[src/sv/assert_macros.svh]
// assertion macros used by the lttb downsampler
`ifndef ASSERT_MACROS_SVH
`define ASSERT_MACROS_SVH

// property checked at every clock edge outside reset
`define CHK(lbl, prop, msg) \
    lbl: assert property (@(posedge clk) disable iff (!rst_n) prop) else $error(msg);

// condition that must be followed by another in the next cycle
`define CHK_NEXT(lbl, ante, cons, msg) \
    lbl: assert property (@(posedge clk) disable iff (!rst_n) (ante) |=> (cons)) \
        else $error(msg);

`endif

[src/sv/lttb_pkg.sv]
// shared constants, types and helpers of the lttb downsampler
package lttb_pkg;

    localparam int CFG_W             = 15;
    localparam int CFG_IDX_W         = 1;
    localparam int DEF_MAX_SAMPLES   = 16384;
    localparam int DEF_SAMPLE_WIDTH  = 16;
    localparam int MIN_SAMPLES       = 3;
    localparam int ENDPOINT_TARGET   = 2;

    localparam logic [CFG_IDX_W-1:0] REG_SAMPLE_COUNT = 1'b0;
    localparam logic [CFG_IDX_W-1:0] REG_TARGET_COUNT = 1'b1;

    typedef struct packed {
        logic busy;
        logic done;
    } div_stat_t;

    function automatic int imax(input int a, input int b);
        return (a > b) ? a : b;
    endfunction

endpackage

[src/sv/lttb_div.sv]
// restoring divider, one quotient bit per cycle
module lttb_div #(
    parameter int DVD_W = 31,
    parameter int DVS_W = 15
) (
    input  logic                clk,
    input  logic                rst_n,
    input  logic                start,
    input  logic [DVD_W-1:0]    dividend,
    input  logic [DVS_W-1:0]    divisor,
    output lttb_pkg::div_stat_t stat,
    output logic [DVD_W-1:0]    quotient
);
    import lttb_pkg::*;

    localparam int CNT_W = $clog2(DVD_W + 1);

    logic [DVD_W-1:0] quo_reg;
    logic [DVS_W:0]   rem_reg;
    logic [CNT_W-1:0] cnt_reg;
    logic             busy_reg;
    logic             done_reg;
    logic [DVS_W:0]   rem_sh;
    logic [DVS_W+1:0] diff;
    logic             ge;

    assign rem_sh = {rem_reg[DVS_W-1:0], quo_reg[DVD_W-1]};
    assign diff   = {1'b0, rem_sh} - {2'b00, divisor};
    assign ge     = !diff[DVS_W+1];

    always_ff @(posedge clk or negedge rst_n)
    begin
        if (!rst_n)
        begin
            busy_reg <= 1'b0;
            done_reg <= 1'b0;
            cnt_reg  <= '0;
        end
        else if (start)
        begin
            busy_reg <= 1'b1;
            done_reg <= 1'b0;
            cnt_reg  <= CNT_W'(DVD_W);
        end
        else if (busy_reg)
        begin
            cnt_reg <= cnt_reg - CNT_W'(1);
            if (cnt_reg == CNT_W'(1))
            begin
                busy_reg <= 1'b0;
                done_reg <= 1'b1;
            end
        end
        else
        begin
            done_reg <= 1'b0;
        end
    end

    always_ff @(posedge clk)
    begin
        if (start)
        begin
            quo_reg <= dividend;
            rem_reg <= '0;
        end
        else if (busy_reg)
        begin
            quo_reg <= {quo_reg[DVD_W-2:0], ge};
            rem_reg <= ge ? diff[DVS_W:0] : rem_sh;
        end
    end

    assign stat.busy = busy_reg;
    assign stat.done = done_reg;
    assign quotient  = quo_reg;

endmodule
[config.mk]
export PLATFORM = sky130hd
export DESIGN_NAME = lttb_div
export DESIGN_NICKNAME = d
export VERILOG_FILES = /design/src/sv/assert_macros.svh /design/src/sv/lttb_pkg.sv /design/src/sv/lttb_div.sv
export SDC_FILE = /design/constraint.sdc
export NUM_CORES = 1
export LEC_CHECK = 0
export BUFFER_PORTS_ARGS = -buffer_cell sky130_fd_sc_hd__buf_2
export CAP_MARGIN = 20
export CORE_AREA = 2 2 72 92
export CTS_CLUSTER_SIZE = 16
export DETAILED_ROUTE_END_ITERATION = 8
export DIE_AREA = 0 0 74 94
export GPL_TIMING_DRIVEN = 0
export PLACE_DENSITY_LB_ADDON = 0.08
export SYNTH_ARGS = -nofsm -noshare
export SYNTH_HDL_FRONTEND = slang
export SYNTH_SLANG_ARGS = --single-unit
[constraint.sdc]
create_clock -name clk -period 3.32 [get_ports clk]
set_clock_uncertainty 0.15 [all_clocks]
set_input_delay 0.166 -clock clk [delete_from_list [all_inputs] [get_ports clk]]
set_output_delay 0.166 -clock clk [all_outputs]
set_load 0.01 [all_outputs]
==> results of run 1 <==
-- kinds of logic (layout without fill, tap and decap cells) --
logic type	Yosys count	in the layout	share of synthesized area [%]
AO/OA/AOI/OAI	63	63	15.0
XOR/XNOR	16	16	4.55
adder cells (fa/ha/maj)	18	18	7.55
buffers and inverters	39	140	5.48
flip-flops	53	53	45.7
multiplexers	34	34	12.3
AND/OR/NAND/NOR	58	58	9.46
-- through the flow --
stage               setup slack [ns]  hold WS (ns)  std cells  area [µm²]  power, µW
finish                         0.566       0.00784        467        3830       1400
global route                   0.383       0.00105        467        3830       1470
CTS                            0.535       0.00119        464        3800       1410
detailed placement             0.573        -0.139        447        3610       1010
global placement               0.570        -0.142        446        3590       1010
floorplan                      0.694        -0.280        281        3080        922
-- metal layers --
metal | GRT usage [%] | part of all wire, %
met1 | 23.9 | 44
met4 | 4.55 | 1.0
met2 | 33.9 | 50
met5 | 0 | 0
met3 | 4.61 | 4.9
-- placed cells by master, fill, tap and decap left out, drive strengths merged, types with 15 or more instances in the layout --
master and instances:
buf 86, edfxtp 31, mux2 30, inv 25
nor2 17, ha 17, a21oi 17, nand2 15
dfxtp 15, clkbuf 15, o21ai 15
-- worst max-delay path, cell delays in order (launching register included) --
cell and delay, ns:
edfxtp_1 0.37, inv_1 0.05, ha_1 0.20, fa_1 0.40, nand2b_1 0.18, a21o_1 0.23
a2111oi_4 0.40, o21ai_4 0.18, buf_6 0.18, a32oi_1 0.18, o31ai_1 0.09
-- where the power goes --
part           internal [µW]  switching (µW)
combinational            124             112
sequential               746            24.5
clock                    170             220
-- final cells by class --
| class | instances | area (µm²) | share of cell area (%) |
|---|---|---|---|
| Multi-Input combinational cell | 189 | 1510 | 39.3 |
| Buffer | 14 | 75.1 | 1.96 |
| Sequential cell | 53 | 1410 | 36.7 |
| Timing Repair Buffer | 93 | 548 | 14.3 |
| Clock inverter | 2 | 13.8 | 0.359 |
| Tap cell | 85 | 106 | 2.78 |
| Inverter | 25 | 93.8 | 2.45 |
| Clock buffer | 6 | 82.6 | 2.16 |
-- path summary, 6_finish.rpt --
kind / endpoint / cells past startpoint / slack [ns] / from
max: rem_reg[11] / 10 / 0.57 / quotient[30]
min: quotient[11] / 2 / 0.008 / dividend[11]
max reg2reg: rem_reg[11] / 10 / 0.57 / quotient[30]
min reg2reg: rem_reg[3] / 2 / 0.32 / rem_reg[3]
max in group asynchronous: done_reg / 2 / 2.82 / rst_n
min in group asynchronous: cnt_reg[3] / 2 / 0.05 / rst_n
==> impl_metrics.csv, run 1 <==
group,metric,value,unit
floorplanning,start_util,51.0,%
global_route,globalRoute.totalOverflow,0,
layout,finalCoreUtilization,63.4,%
yosys,ys_ff_latch,53,
status,status,"finished clean",
critical_path,worst_setup_path_start_kind,"register",
sta,slew_headroom,62.6,%
yosys,netlist.top_cell.by_area,"edfxtp_1",
global_route,grt_first_pass_wirelength,10.5,mm
power,peakVddDrop,319,µV
layout,diodes,0,
sta,layout_worst_path_cycle_share,83.0,%
global_route,grt_usage,19.4,%
layout,nNetsFinal,448,
clock_tree,cts_max_path_buffers,2,
clock_tree,clock_tree.htree_level_count,2,
clock_tree,post-cts-setup-buffers,0,
floorplanning,top_level_ports,82,
drt,drt-initial-drc-count,72,
sta,number_of_setup_violations_in_the_final_report,0,
clock_tree,cts_tree,"done",
drt,route.antenna.remaining_nets,0,
yosys,synth_area,3080,µm²
sta,final_critical_path_required_period,2.75,ns
yosys,synth_cell_type_count,48,
layout,fillers,510,
floorplanning,die_width,74,µm
floorplanning,die_y,94,µm
critical_path,worstSetupEndpointType,"register",
global_route,grt_antenna_before_repair,0,
yosys,synth_flop_cell,"edfxtp_1",
sta,final.setup.tns,0,ns
power,p_leak,0.00175,µW
critical_path,crit_path_kind,"reg2reg",
critical_path,cp_data_arrival_time,2.78,ns
layout,drive_gt1_share,34.8,%
clock_tree,ctsResizeCount,0,
job,timing.max_cap.violations,0,
clock_tree,clkSlewWorstSetupHoldPaths,0.10,ns
drt,num_vias,2345,
yosys,yosysMostFrequentCell,"edfxtp_1",
yosys,synth_edf_count,31,
global_route,grt_max_degree,26,
clock_tree,number_of_buffers_created_by_cts,5,
drt,routed_vias_inst,5.02,
min_path,min_path_type,"in2reg",
layout,area_growth_syn_to_layout,24.4,%
sta,max_slew_vio_count,0,
drt,wirelength,6.32,mm
yosys,netlist.area_leader.share,30.2,%
yosys,register_area_share_after_synthesis,45.7,%
clock_tree,worstSkewPairLatency,0.31,ns
yosys,synth_cells,281,
yosys,synth_async_reset_ratio,13.2,%
drt,wl_per_cell,13.5,µm
yosys,syn-num-nets,348,
yosys,ys_warn_count,0,
clock_tree,clock_tree.root_cell,"clkbuf_8",
sta,rsz0062_at_grt,"no",
yosys,synth.top_cells.by_area,"edfxtp_1 (30%), mux2_2 (11%), dfxtp_1 (9.7%), ha_1 (6.9%), dfrtp_1 (5.7%)",
yosys,mean_cell_area_of_the_mapped_netlist,11.0,µm²
drt,drt_drc_violations_left,0,
clock_tree,holdBufCountCts,9,
layout,max_reg_flops,31,
sta,fmax,363,MHz
global_route,number_of_global_route_vias_before_repair,2377,
sta,number_of_hold_violations_in_the_final_report,0,
sta,worst_slew_pin_slew,0.561,ns
yosys,synth_commonest_cells,"edfxtp_1 (31), mux2_2 (30), inv_1 (25)",
power,power-per-cell-area,364,nW/µm²
floorplanning,rows,32,
critical_path,cp_data_required_time,3.35,ns
critical_path,worstPathMaxFanout,10,
placement,quantity_of_i_o_buffers_inserted_on_ports,80,
placement,place_congestion,0.832,
floorplanning,design.core.area,6050,µm²
placement,dp_hpwl,4.66,mm
floorplanning,overall_die_area,6960,µm²
clock_tree,tritoncts_num_sinks,53,
drt,drt_pre_antenna_iters,4,
Note: power is estimated with default switching activity, not from simulation.
==> inputs of run 2 (changes only) <==
- CORE_AREA: 2 2 72 92 -> 2 2 75 95
- DIE_AREA: 0 0 74 94 -> 0 0 77 97
- clock period: 3.32 -> 2.22 ns (I/O delays scaled with it)
==> run 2 against run 1 <==
  * The run now ends with negative setup slack left
  * Register-to-register slack lost 1.1 ns
  * Wire length grew 16%
  * Power grew 62%
  * Non-clock buffer count grew 30
  * Sequential cell count is the same
  * Clock power grew 78%
  * Sequential power grew 50%
  * Largest cell class unchanged
  * Largest power group unchanged
==> impl_metrics.csv, run 2 (synthesis gave the netlist of run 1 again) <==
group,metric,value,unit
status,status,"finished, violations left",
status,violations,"negative setup slack",
drt,drt_pre_antenna_iters,5,
sta,max_slew_vio_count,0,
critical_path,crit_path_kind,"reg2reg",
layout,drive_gt1_share,38.0,%
power,peakVddDrop,458,µV
drt,drt_drc_violations_left,0,
drt,wirelength,7.34,mm
critical_path,crit_chain,"inv_2, ha_4, fa_2, nand2b_4, a21o_4, a2111oi_4, buf_4, o21ai_4, buf_4, nand2_1, o21ai_1, a22o_1",
critical_path,worstSetupEndpointType,"register",
clock_tree,number_of_buffers_created_by_cts,5,
sta,slew_headroom,61.8,%
drt,wl_per_cell,14.7,µm
sta,fmax,369,MHz
global_route,grt_first_pass_wirelength,12.1,mm
global_route,grt_max_degree,20,
power,power,2260,µW
floorplanning,design.core.area,6520,µm²
layout,layout.cell_area.non_filler,4240,µm²
floorplanning,die_width,77,µm
clock_tree,tritoncts_num_sinks,53,
clock_tree,clock_tree.root_cell,"clkbuf_8",
drt,drt-initial-drc-count,146,
sta,rsz0062_at_grt,"yes",
power,p_leak,0.00191,µW
layout,max_reg_flops,31,
drt,num_vias,2555,
critical_path,cp_data_arrival_time,2.77,ns
placement,dp_hpwl,4.94,mm
sta,number_of_hold_violations_in_the_final_report,0,
layout,nNetsFinal,479,
placement,placement.cell_area,3640,µm²
floorplanning,die_y,97,µm
layout,layout.cells.most_common,"buf_2",
placement,place_congestion,0.810,
global_route,grt_antenna_before_repair,0,
drt,routed_vias_inst,5.11,
clock_tree,worstSkewPairLatency,0.30,ns
critical_path,worstPathMaxFanout,5,
layout,finalCoreUtilization,65.0,%
clock_tree,cts_max_path_buffers,2,
min_path,min_path_type,"in2async",
drt,route.antenna.remaining_nets,0,
floorplanning,rows,33,
critical_path,crit_start,"quotient[30]",
job,timing.max_cap.violations,0,
global_route,grt_usage,20.2,%
floorplanning,overall_die_area,7470,µm²
global_route,number_of_global_route_vias_before_repair,2669,
sta,number_of_setup_violations_in_the_final_report,16,
placement,quantity_of_i_o_buffers_inserted_on_ports,80,
layout,diodes,0,
critical_path,cp_data_required_time,2.28,ns
critical_path,worst_setup_path_start_kind,"register",
global_route,globalRoute.totalOverflow,0,
critical_path,critical_path.endpoint,"rem_reg[0]",
clock_tree,clock_tree.htree_level_count,2,
sta,worst_slew_pin_slew,0.573,ns
sta,layout_worst_path_cycle_share,122,%
layout,final_cell_mix,"buf_2 (80), dlygate4sd3_1 (32), edfxtp_1 (31)",
sta,final_critical_path_required_period,2.71,ns
clock_tree,clkSlewWorstSetupHoldPaths,0.10,ns
critical_path,r2r-start,"quotient[30]",
critical_path,critical_path.most_common_cell,"buf_4",
critical_path,timing.critical_path.slowest_cell_delay,0.42,ns
critical_path,critical_path.reg2reg.endpoint,"rem_reg[0]",
placement,numPlacedInstances,449,
layout,area_growth_syn_to_layout,37.7,%
power,power-per-cell-area,533,nW/µm²
placement,post-place-ws,-0.641,ns
floorplanning,start_util,47.2,%
critical_path,r2r_worst_path_depth,12,
critical_path,worst-r2r-setup-slack,-0.49,ns
clock_tree,cts_tree,"done",
floorplanning,top_level_ports,82,
critical_path,cell_with_the_biggest_individual_delay_on_the_critical_path,"edfxtp_1",
sta,worst_slack,-0.489,ns
layout,final-instance-count-excl-fill,500,
==> run 2: repair_timing <==
item                                    4_1_cts  5_1_grt
gates cloned                                  3        0
endpoints found under the setup margin       47       35
hold endpoints to repair                     38        0
gates resized for setup                       8        7
pin swaps                                     6        0
setup buffers                                 7        1
hold buffers                                 32        0
==> run 2: routing by layer <==
metal	up-vias	global-route usage, %	wire length, µm
li1	1267	-	-
met1	1210	23.9	3080
met2	73	37.5	3850
met3	5	3.54	351
met4	0	5.08	62
met5	-	0	0
==> run 2: area by class of cell <==
type / count / area (µm²)
plain buffers: 14 / 80.1
flip-flops and latches: 53 / 1410
multi-input cells: 190 / 1570
clock inverters: 2 / 37.5
repair buffers: 123 / 857
clock buffers: 6 / 82.6
inverters: 25 / 97.6
well taps: 87 / 109
fillers: 561 / 2280
==> run 2: worst max-delay path, delay by kind of cell, from the launching register on <==
family / cells / cell delay, ns
DFF: 1 / 0.42
buffers and inverters: 3 / 0.43
adders and majority gates: 2 / 0.54
AOI/OAI and AO/OA: 5 / 0.85
and+or+nand+nor: 2 / 0.21
==> run 2: stage by stage <==
step	TNS, ns	hold slack, ns
after floorplan	-4.83	-0.335
after global placement	-19.03	-0.196
after detailed placement	-12.67	-0.197
after CTS	-7.49	0.000912
after global routing	-9.58	0.0355
final	-7.41	0.00509
==> run 2: worst min path at each step <==
stage / from / slack (ns) / to
after global routing: rst_n / 0.04 / busy_reg
after global placement: rst_n / -0.20 / cnt_reg[4]
after detailed placement: rst_n / -0.20 / done_reg
after CTS: rst_n / 0.0009 / done_reg
final: rst_n / 0.005 / done_reg
after floorplan: rst_n / -0.33 / busy_reg
==> run 2: report_power, final <==
part	internal, µW	switching (µW)	total (µW)
Combinational	221	185	406
Sequential	1120	41.0	1160
Clock	367	328	695
Total	1700	554	2260
